--- src/hw/rtl/tfec_pkg.sv ---
// Package with codes, field widths and reset constants of the three-floor elevator controller.
package tfec_pkg;

    localparam int CAB_W     = 3;
    localparam int HALL_W    = 6;
    localparam int SENSOR_W  = 6;
    localparam int MOTOR_W   = 2;
    localparam int REQ_W     = 4;
    localparam int COUNT_W   = 16;
    localparam int S_TDATA_W = 16;
    localparam int M_TDATA_W = 8;

    localparam logic [COUNT_W-1:0] DOOR_WAIT_RESET = 16'd8000;

    typedef enum logic [MOTOR_W-1:0] {
        MOTOR_STOP = 2'd0,
        MOTOR_UP   = 2'd1,
        MOTOR_DOWN = 2'd2
    } motor_t;

    localparam int REQ_F1  = 0;
    localparam int REQ_F2U = 1;
    localparam int REQ_F2D = 2;
    localparam int REQ_F3  = 3;

    localparam int SENS_EMPTY   = 0;
    localparam int SENS_ALLOWED = 1;
    localparam int SENS_OVER    = 2;
    localparam int SENS_AT1     = 3;
    localparam int SENS_AT2     = 4;
    localparam int SENS_AT3     = 5;

    localparam int HALL_F1_UP   = 0;
    localparam int HALL_F1_DOWN = 1;
    localparam int HALL_F2_UP   = 2;
    localparam int HALL_F2_DOWN = 3;
    localparam int HALL_F3_UP   = 4;
    localparam int HALL_F3_DOWN = 5;

endpackage

--- src/hw/rtl/three_floor_elevator_controller_top.sv ---
// An accepted input item is held in the input register, and its result then goes to the result register.
// Throughput: one item per cycle while the result side takes items every cycle.
// The request, motor and wait-count state registers update together with the result register.
// Reset (aresetn, synchronous, active low) clears request flags, motor, wait count and valids,
// and loads the door wait limit with 8000.
module three_floor_elevator_controller_top (
    input  logic                            aclk,
    input  logic                            aresetn,
    input  logic                            cfg_wr_en,
    input  logic [tfec_pkg::COUNT_W-1:0]    cfg_wr_data,
    input  logic                            s_tvalid,
    output logic                            s_tready,
    // cab_button_levels[2:0], hall_button_levels[8:3], sensor_levels[14:9], zero[15]
    input  logic [tfec_pkg::S_TDATA_W-1:0]  s_tdata,
    output logic                            m_tvalid,
    input  logic                            m_tready,
    // motor_drive[1:0], pending_requests[5:2], zero[7:6]
    output logic [tfec_pkg::M_TDATA_W-1:0]  m_tdata
);
    import tfec_pkg::*;

    logic                  in_valid_reg;
    logic [CAB_W-1:0]      cab_reg;
    logic [HALL_W-1:0]     hall_reg;
    logic [SENSOR_W-1:0]   sens_reg;

    logic                  out_valid_reg;
    logic [M_TDATA_W-1:0]  out_data_reg;
    logic [M_TDATA_W-1:0]  out_data_next;

    logic [COUNT_W-1:0]    door_wait_reg;
    logic [REQ_W-1:0]      req_reg;
    logic [REQ_W-1:0]      req_next;
    motor_t                drive_reg;
    motor_t                drive_next;
    logic [COUNT_W-1:0]    count_reg;
    logic [COUNT_W-1:0]    count_next;

    logic                  advance;
    logic                  s_accept;

    assign advance  = in_valid_reg && (!out_valid_reg || m_tready);
    assign s_tready = !in_valid_reg || advance;
    assign s_accept = s_tvalid && s_tready;
    assign m_tvalid = out_valid_reg;
    assign m_tdata  = out_data_reg;

    always_comb begin
        logic [CAB_W-1:0]  cab;
        logic [HALL_W-1:0] hall;
        logic              at1;
        logic              at2;
        logic              at3;
        logic              up;
        logic              down;
        logic              gate;
        logic              hit;
        motor_t            target;

        cab  = ~cab_reg;
        hall = ~hall_reg;
        at1  = !sens_reg[SENS_AT1];
        at2  = !sens_reg[SENS_AT2];
        at3  = !sens_reg[SENS_AT3];
        up   = drive_reg[0];
        down = drive_reg[1];

        req_next   = req_reg;
        drive_next = drive_reg;
        count_next = count_reg;
        hit        = 1'b0;
        target     = MOTOR_STOP;

        if (cab[0] || hall[HALL_F1_UP] || hall[HALL_F1_DOWN]) begin
            req_next[REQ_F1] = 1'b1;
        end
        if (cab[1] || hall[HALL_F2_UP]) begin
            req_next[REQ_F2U] = 1'b1;
        end
        if (cab[1] || hall[HALL_F2_DOWN]) begin
            req_next[REQ_F2D] = 1'b1;
        end
        if (cab[2] || hall[HALL_F3_UP] || hall[HALL_F3_DOWN]) begin
            req_next[REQ_F3] = 1'b1;
        end
        if ((cab != '0) || (hall != '0)) begin
            count_next = '0;
        end

        if (req_next[REQ_F1] && at1 && !up) begin
            req_next[REQ_F1] = 1'b0;
            drive_next       = MOTOR_STOP;
        end else if (req_next[REQ_F2U] && at2 && !down) begin
            req_next[REQ_F2U] = 1'b0;
            req_next[REQ_F2D] = 1'b0;
            drive_next        = MOTOR_STOP;
        end else if (req_next[REQ_F2D] && at2 && !up) begin
            req_next[REQ_F2U] = 1'b0;
            req_next[REQ_F2D] = 1'b0;
            drive_next        = MOTOR_STOP;
        end else if (req_next[REQ_F3] && at3 && !down) begin
            req_next[REQ_F3] = 1'b0;
            drive_next       = MOTOR_STOP;
        end

        gate = (drive_next == MOTOR_STOP)
            && (sens_reg[SENS_EMPTY] || sens_reg[SENS_OVER])
            && !sens_reg[SENS_ALLOWED];

        if (gate) begin
            if (at1 && (req_next[REQ_F2U] || req_next[REQ_F2D] || req_next[REQ_F3])) begin
                hit    = 1'b1;
                target = MOTOR_UP;
            end else if (at2 && req_next[REQ_F3]) begin
                hit    = 1'b1;
                target = MOTOR_UP;
            end else if (at2 && req_next[REQ_F1]) begin
                hit    = 1'b1;
                target = MOTOR_DOWN;
            end else if (at3 && (req_next[REQ_F1] || req_next[REQ_F2U] || req_next[REQ_F2D])) begin
                hit    = 1'b1;
                target = MOTOR_DOWN;
            end
            if (hit) begin
                if (count_next < door_wait_reg) begin
                    count_next = count_next + COUNT_W'(1);
                end else begin
                    drive_next = target;
                end
            end
        end else begin
            count_next = '0;
        end

        out_data_next = {2'b00, req_next, drive_next};
    end

    always_ff @(posedge aclk) begin
        if (!aresetn) begin
            in_valid_reg  <= 1'b0;
            out_valid_reg <= 1'b0;
            door_wait_reg <= DOOR_WAIT_RESET;
            req_reg       <= '0;
            drive_reg     <= MOTOR_STOP;
            count_reg     <= '0;
        end else begin
            if (cfg_wr_en) begin
                door_wait_reg <= cfg_wr_data;
            end
            if (s_accept) begin
                in_valid_reg <= 1'b1;
            end else if (advance) begin
                in_valid_reg <= 1'b0;
            end
            if (advance) begin
                out_valid_reg <= 1'b1;
                req_reg       <= req_next;
                drive_reg     <= drive_next;
                count_reg     <= count_next;
            end else if (m_tready) begin
                out_valid_reg <= 1'b0;
            end
        end
    end

    always_ff @(posedge aclk) begin
        if (s_accept) begin
            cab_reg  <= s_tdata[CAB_W-1:0];
            hall_reg <= s_tdata[CAB_W+HALL_W-1:CAB_W];
            sens_reg <= s_tdata[CAB_W+HALL_W+SENSOR_W-1:CAB_W+HALL_W];
        end
        if (advance) begin
            out_data_reg <= out_data_next;
        end
    end

    a_result_matches_state: assert property (@(posedge aclk) disable iff (!aresetn)
        advance |=> (m_tdata[MOTOR_W-1:0] == drive_reg)
                 && (m_tdata[MOTOR_W+REQ_W-1:MOTOR_W] == req_reg))
        else $error("result item differs from updated state");

    a_start_after_wait: assert property (@(posedge aclk) disable iff (!aresetn)
        (drive_reg != MOTOR_STOP) && ($past(drive_reg) == MOTOR_STOP)
            |-> ($past(count_reg) >= $past(door_wait_reg)))
        else $error("motor started before the wait count reached its limit");

    a_hold_without_item: assert property (@(posedge aclk) disable iff (!aresetn)
        !advance |=> $stable(req_reg) && $stable(drive_reg) && $stable(count_reg))
        else $error("controller state changed without an item");

endmodule

--- config.mk ---
export PLATFORM = sky130hd
export DESIGN_NAME = three_floor_elevator_controller_top
export DESIGN_NICKNAME = d
export VERILOG_FILES = /design/src/hw/rtl/tfec_pkg.sv /design/src/hw/rtl/three_floor_elevator_controller_top.sv
export SDC_FILE = /design/constraint.sdc
export NUM_CORES = 1
export LEC_CHECK = 0
export ABC_CLOCK_PERIOD_IN_PS = 4290
export BUFFER_PORTS_ARGS = -buffer_cell sky130_fd_sc_hd__buf_4
export CORE_MARGIN = 8
export CORE_UTILIZATION = 57
export DETAILED_ROUTE_END_ITERATION = 12
export PLACE_DENSITY = 0.8
export REMOVE_ABC_BUFFERS = 1
export SLEW_MARGIN = 20
export SYNTH_ARGS = -nofsm -noshare
export SYNTH_HDL_FRONTEND = slang
export SYNTH_SLANG_ARGS = --single-unit
--- constraint.sdc ---
create_clock -name aclk -period 4.29 [get_ports aclk]
set_input_delay 0.6435 -clock aclk [delete_from_list [all_inputs] [get_ports aclk]]
set_output_delay 0.6435 -clock aclk [all_outputs]
set_load 0.02 [all_outputs]
== Word level (Yosys, flattened, before mapping) ==
Index checks and enable logic that the tools add are counted.

* Input bits: 37
* Output and inout port bits: 10
* Logic and storage cells: 92
* Flip-flop bits (word level): 61

* Add/sub/neg operators: 1
* $lt $le $gt $ge: 1
* Reduce and logical (&&, ||, !) cells: 43
* Muxes and demuxes: 35
* Bitwise operators: 2

{| class="wikitable"
|+ Operators with widths
! operator !! count
|-
| 16-bit 2-to-1 mux || 4
|-
| 2-bit 2-to-1 mux || 13
|-
| 1-bit 2-to-1 mux || 17
|-
| 16-bit by 1-bit adder with 16-bit output, second input constant || 1
|-
| 1-bit logical AND || 16
|-
| 16-bit < comparator || 1
|-
| 1-bit logical OR || 14
|-
| 1-bit zero test || 8
|-
| 6-bit inverter || 1
|-
| 6-bit nonzero test || 1
|-
| 2-bit nonzero test || 2
|-
| 3-bit 2-to-1 mux || 1
|-
| 3-bit inverter || 1
|-
| 3-bit nonzero test || 1
|-
| 2-bit zero test || 1
|}

== Longest topological paths before layout ==
* Depth in word-level cells: 20
* Depth in mapped cells: 14
* Gate-level depth less buffers: 12

== Worst setup path after synthesis ==
Ideal clock, no wire load.

* Path type: reg2reg
* Start: reg hall_reg[1]
* End: reg count_reg[4]
* Stages on the path, launching flop included: 14
* Data arrival time: 3292 ps
* Setup time: 63 ps
* Period minus slack after synthesis: 3355 ps
* Required time: 4227 ps
* Slack: 935 ps
* Path buffers: 2
* Cells stage by stage: edfxtp_1 nand3_1 nor3_1 clkbuf_1 and2_1 ha_1 a21oi_1 a21oi_1 o31ai_1 o2111ai_1 buf_2 or3_1 or4_1 nand3_1

* Longest elaborated chain between the ends: 16
* Elaborated cells between the ends (all ways): 32
* Those cells by class: 1 x add/sub; 1 x order compare; 13 x mux; 1 x bitwise; 16 x reduce/logical

{| class="wikitable"
|+ RTL lines
! item !! line !! text
|-
| from (decl) || three_floor_elevator_controller_top.sv:24 || <nowiki>logic [HALL_W-1:0] hall_reg;</nowiki>
|-
| from (signal assigned) || three_floor_elevator_controller_top.sv:169 || <nowiki>hall_reg <= s_tdata[CAB_W+HALL_W-1:CAB_W];</nowiki>
|-
| 6-bit inverter (*) || three_floor_elevator_controller_top.sv:61 || <nowiki>hall = ~hall_reg;</nowiki>
|-
| branches (longest 14 deep; another with 16-bit by 1-bit adder with 16-bit output) || n/a ||
|-
| 16-bit 2-to-1 mux (*) || three_floor_elevator_controller_top.sv:110 || <nowiki>if (gate) begin</nowiki>
|-
| to (signal assigned) || three_floor_elevator_controller_top.sv:159 || <nowiki>count_reg <= count_next;</nowiki>
|-
| to (decl) || three_floor_elevator_controller_top.sv:36 || <nowiki>logic [COUNT_W-1:0] count_reg;</nowiki>
|}

Mark *: on every way between the ends. The select of a mux whose other input is x is not followed.
A chain may end at the register's enable or synchronous reset.

== Final worst setup path ==
* Start: reg cab_reg[1]
* End: reg count_reg[6]

* Longest elaborated chain between the ends: 18
* Elaborated cells between the ends (all ways): 40
* Those cells by class: 1 x add/sub; 1 x order compare; 19 x mux; 1 x bitwise; 18 x reduce/logical

{| class="wikitable"
|+ RTL lines
! item !! line !! text
|-
| from (decl) || three_floor_elevator_controller_top.sv:23 || <nowiki>logic [CAB_W-1:0] cab_reg;</nowiki>
|-
| from (signal assigned) || three_floor_elevator_controller_top.sv:168 || <nowiki>cab_reg <= s_tdata[CAB_W-1:0];</nowiki>
|-
| 3-bit inverter (*) || three_floor_elevator_controller_top.sv:60 || <nowiki>cab = ~cab_reg;</nowiki>
|-
| 1-bit logical OR || three_floor_elevator_controller_top.sv:80 || <nowiki>if (cab[1] || hall[HALL_F2_DOWN]) begin</nowiki>
|-
| 1-bit 2-to-1 mux || three_floor_elevator_controller_top.sv:80 ||
|-
| 1-bit logical AND (2 in a row) || three_floor_elevator_controller_top.sv:97 || <nowiki>end else if (req_next[REQ_F2D] && at2 && !up) begin</nowiki>
|-
| 2-bit 2-to-1 mux || three_floor_elevator_controller_top.sv:97 ||
|-
| 2-bit 2-to-1 mux || three_floor_elevator_controller_top.sv:93 || <nowiki>end else if (req_next[REQ_F2U] && at2 && !down) begin</nowiki>
|-
| 3-bit 2-to-1 mux || three_floor_elevator_controller_top.sv:90 || <nowiki>if (req_next[REQ_F1] && at1 && !up) begin</nowiki>
|-
| 1-bit logical OR (2 in a row) || three_floor_elevator_controller_top.sv:120 || <nowiki>end else if (at3 && (req_next[REQ_F1] || req_next[REQ_F2U] || req_next[REQ_F2D])) begin</nowiki>
|-
| 1-bit logical AND || three_floor_elevator_controller_top.sv:120 ||
|-
| 1-bit 2-to-1 mux || three_floor_elevator_controller_top.sv:120 ||
|-
| 1-bit 2-to-1 mux || three_floor_elevator_controller_top.sv:117 || <nowiki>end else if (at2 && req_next[REQ_F1]) begin</nowiki>
|-
| 1-bit 2-to-1 mux || three_floor_elevator_controller_top.sv:114 || <nowiki>end else if (at2 && req_next[REQ_F3]) begin</nowiki>
|-
| 1-bit 2-to-1 mux || three_floor_elevator_controller_top.sv:111 || <nowiki>if (at1 && (req_next[REQ_F2U] || req_next[REQ_F2D] || req_next[REQ_F3])) begin</nowiki>
|-
| 1-bit 2-to-1 mux || three_floor_elevator_controller_top.sv:110 ||
|-
| 16-bit 2-to-1 mux || three_floor_elevator_controller_top.sv:124 || <nowiki>if (hit) begin</nowiki>
|-
| 16-bit 2-to-1 mux (*) || three_floor_elevator_controller_top.sv:110 ||
|}

Mark *: on every way between the ends. The rest lies on a longest branch, timed or not. The select of a mux whose other input is x is not followed.

==> insert_results.sql <==
INSERT INTO impl_metrics (metric_group, metric, value, unit) VALUES
('run_status', 'outcome', 'complete, no violations', ''),
('clock_network', 'cts_hold_buffers', '0', ''),
('yosys', 'synth_top_cell_by_area', 'dfxtp_1', ''),
('grt', 'first_global_vias', '2846', ''),
('route', 'wl_met2', '3.50', 'mm'),
('grt', 'largest_net_degree_at_the_start_of_global_routing', '23', ''),
('final_layout', 'finalCoreUtilization', '69.1', '%'),
('grt', 'initial_antenna_violation_count', '0', ''),
('clock_network', 'path_clk_slew', '0.07', 'ns'),
('yosys', 'asyncSetResetFlopFracSynth', '0', '%'),
('sta', 'setup-violations-final', '0', ''),
('clock_network', 'tritoncts_clock_tree', 'built', ''),
('critical_path', 'critPathCaptureType', 'flip-flop', ''),
('sta', 'post-route-period-util', '86.3', '%'),
('critical_path', 'cp_data_arrival_time', '3.98', 'ns'),
('sta', 'finalClockSkew', '0.00838', 'ns'),
('yosys', 'synth_top_cells_by_area', 'dfxtp_1 25%, edfxtp_1 19%, ha_1 6.1%, mux2i_1 4.6%, nand2_1 4.3%', ''),
('floorplanning', 'chipHeight', '91.6', 'um'),
('power_and_ir_drop', 'leakage_power', '1.62', 'nW'),
('route', 'top_layer_used', 'met4', ''),
('final_layout', 'post_route_cells_drive_above_1_share', '16.5', '%'),
('route', 'm1WireLength', '3.09', 'mm'),
('final_layout', 'area_growth', '16.7', '%'),
('route', 'route.detailed.vias_per_inst', '5.91', ''),
('route', 'drc_viols', '0', ''),
('sta', 'grt_setup_unrepaired', 'false', ''),
('grt', 'global_route.usage.total', '18.1', '%'),
('sta', 'timing.final.hold_violations', '0', ''),
('route', 'detail_route.wirelength', '7.27', 'mm'),
('clock_network', 'postCtsSetupRepairBufs', '0', ''),
('sta', 'worst_hold_slack', '0.459', 'ns'),
('final_layout', 'num_antenna_cells', '0', ''),
('grt', 'globalRoute.totalOverflow', '0', ''),
('critical_path', 'crit_fanout', '17', ''),
('yosys', 'synth.top_cells.by_count', '40 x dfxtp_1, 37 x nand2_1, 28 x nor2_1', ''),
('yosys', 'yosys.cell_types.count', '53', ''),
('min_path', 'hp-class', 'reg2reg', ''),
('floorplanning', 'num_rows', '27', ''),
('floorplanning', 'die_w', '91.6', 'um'),
('placement', 'gpl_congestion', '0.896', ''),
('yosys', 'synthFlopType', 'dfxtp_1', ''),
('sta', 'maxSlewHeadroom', '33.8', '%'),
('flow_run', 'drv_cap', '0', ''),
('clock_network', 'numCtsBuffers', '9', ''),
('route', 'ant_nets', '0', ''),
('yosys', 'synth.most_common_cell', 'dfxtp_1', ''),
('sta', 'finalMaxSlewViolations', '0', ''),
('route', 'drt-initial-drc-count', '281', ''),
('critical_path', 'critPathKind', 'reg2reg', ''),
('floorplanning', 'fp.coreArea', '0.00551', 'mm2'),
('yosys', 'netlist_area', '0.00326', 'mm2'),
('final_layout', 'nets', '454', ''),
('route', 'drtPass1Iterations', '6', ''),
('clock_network', 'clock_tree.htree_level_count', '3', ''),
('yosys', 'yosys.area.top_type_share', '24.5', '%'),
('clock_network', 'worst_skew_pair.late_latency', '0.34', 'ns'),
('power_and_ir_drop', 'ir_drop', '0.252', 'mV'),
('critical_path', 'cp-start-kind', 'flip-flop', ''),
('sta', 'setup-tns-final', '0', 'ns'),
('floorplanning', 'effective_utilization_at_floorplan', '59.2', '%'),
('route', 'detail_route_met3_wl', '480', 'um'),
('yosys', 'synth_sequential_area_ratio', '43.9', '%'),
('clock_network', 'tritoncts_num_sinks', '61', ''),
('grt', 'grt_pass1_wl', '12.5', 'mm'),
('yosys', 'ys_seq_elements', '61', ''),
('sta', 'finalWorstPathRequiredPeriod', '3.70', 'ns'),
('clock_network', 'cts_max_path_buffers', '2', ''),
('floorplanning', 'fp.dieArea', '0.00840', 'mm2'),
('yosys', 'synthCells', '357', ''),
('clock_network', 'cts_repair_resize_count', '0', ''),
('floorplanning', 'ioPinCount', '47', ''),
('yosys', 'number_of_synthesized_flops_with_an_enable_pin', '21', ''),
('sta', 'worst-slew-pin-transition', '0.986', 'ns'),
('yosys', 'synthesis.area_per_instance', '9.14', 'um2'),
('route', 'detail_route.wl_per_cell', '15.2', 'um'),
('sta', 'fmaxAchievable', '270', 'MHz'),
('placement', 'placement.io_buffers', '43', ''),
('clock_network', 'clk_root_buffer_cell', 'clkbuf_8', ''),
('yosys', 'ys_warn_count', '0', ''),
('power_and_ir_drop', 'power.density_cell_area', '321', 'mW/mm2'),
('route', 'routed-via-count', '2824', ''),
('critical_path', 'critical_path_data_required_time', '4.57', 'ns'),
('placement', 'dp_hpwl', '5.37', 'mm');
==> placed cells by master, fill, tap and decap left out, types with 4 or more instances in the layout <==
master     n
nor2_1    28
ha_1      16
or4_1      5
and3_1     5
nand2_1   37
dfxtp_1   40
nor3_1     6
mux2i_1   15
nand3_1   21
buf_4     47
o22ai_1    4
inv_1     23
edfxtp_1  21
o211ai_1  13
clkbuf_8  11
nor4_1     9
nand2b_1   4
a21oi_1   16
or3_1      6
a21o_1     7
nand4_1    5
and2_1    17
==> power by group <==
part	switching [mW]	internal, mW	total (mW)
registers	0.0127	0.625	0.638
clock network	0.210	0.240	0.450
logic	0.0770	0.0575	0.134
==> metal layers <==
metal / up-vias / track usage (%)
li1: 1380 / -
met1: 1326 / 19.5
met2: 100 / 30.4
met3: 18 / 6.68
met4: 0 / 9.82
met5: - / 0
==> final timing paths <==
check	endpoint	cells after the start	slack [ns]	startpoint
worst max-delay path	count_reg[6]$_SDFFE_PN0P_	12	0.59	cab_reg[1]$_DFFE_PP_
worst min-delay path	req_reg[3]$_SDFFE_PN0P_	2	0.46	req_reg[3]$_SDFFE_PN0P_
worst max register to register	count_reg[6]$_SDFFE_PN0P_	12	0.59	cab_reg[1]$_DFFE_PP_
worst min register to register	req_reg[3]$_SDFFE_PN0P_	2	0.46	req_reg[3]$_SDFFE_PN0P_
==> area by class of cell <==
cell class | count | area (um2)
fillers | 463 | 1700
inverters | 24 | 90.1
multi-input cells | 258 | 1670
repair buffers | 47 | 353
well taps | 72 | 90.1
clock inverters | 2 | 10.0
clock buffers | 14 | 163
flip-flops and latches | 61 | 1430
==> per-stage QoR <==
stage / setup WS (ns) / power (mW) / cell area, um2 / cells
after floorplan: 0.593 / 0.726 / 3190 / 343
after global placement: 0.753 / 0.779 / 3630 / 462
final: 0.588 / 1.22 / 3810 / 478
after detailed placement: 0.666 / 0.784 / 3630 / 462
after global routing: 0.328 / 1.28 / 3810 / 478
after CTS: 0.627 / 1.23 / 3810 / 478
==> critical path: stages, from the launching register on <==
cell       delay, ns
edfxtp_1        0.36
nand3_1         0.22
nor3_1          0.22
buf_4           0.25
and2_1          0.15
ha_1            0.26
a21oi_1         0.16
a21oi_1         0.08
o31ai_1         0.23
o2111ai_1       0.36
or3_1           0.69
or4_1           0.58
nand3_1         0.10
==> cells by family (layout without fill, tap and decap cells) <==
logic type,after synthesis,after routing,synth area share (%)
compound gates,62,62,13.6
fa+ha+maj,16,16,6.14
flops,61,61,43.9
other cells,1,2,0.115
buf+inv,39,87,5.02
xor+xnor,3,3,0.806
mux,15,15,4.60
simple gates,160,160,25.8
Note: power is estimated with default switching activity, not from simulation.
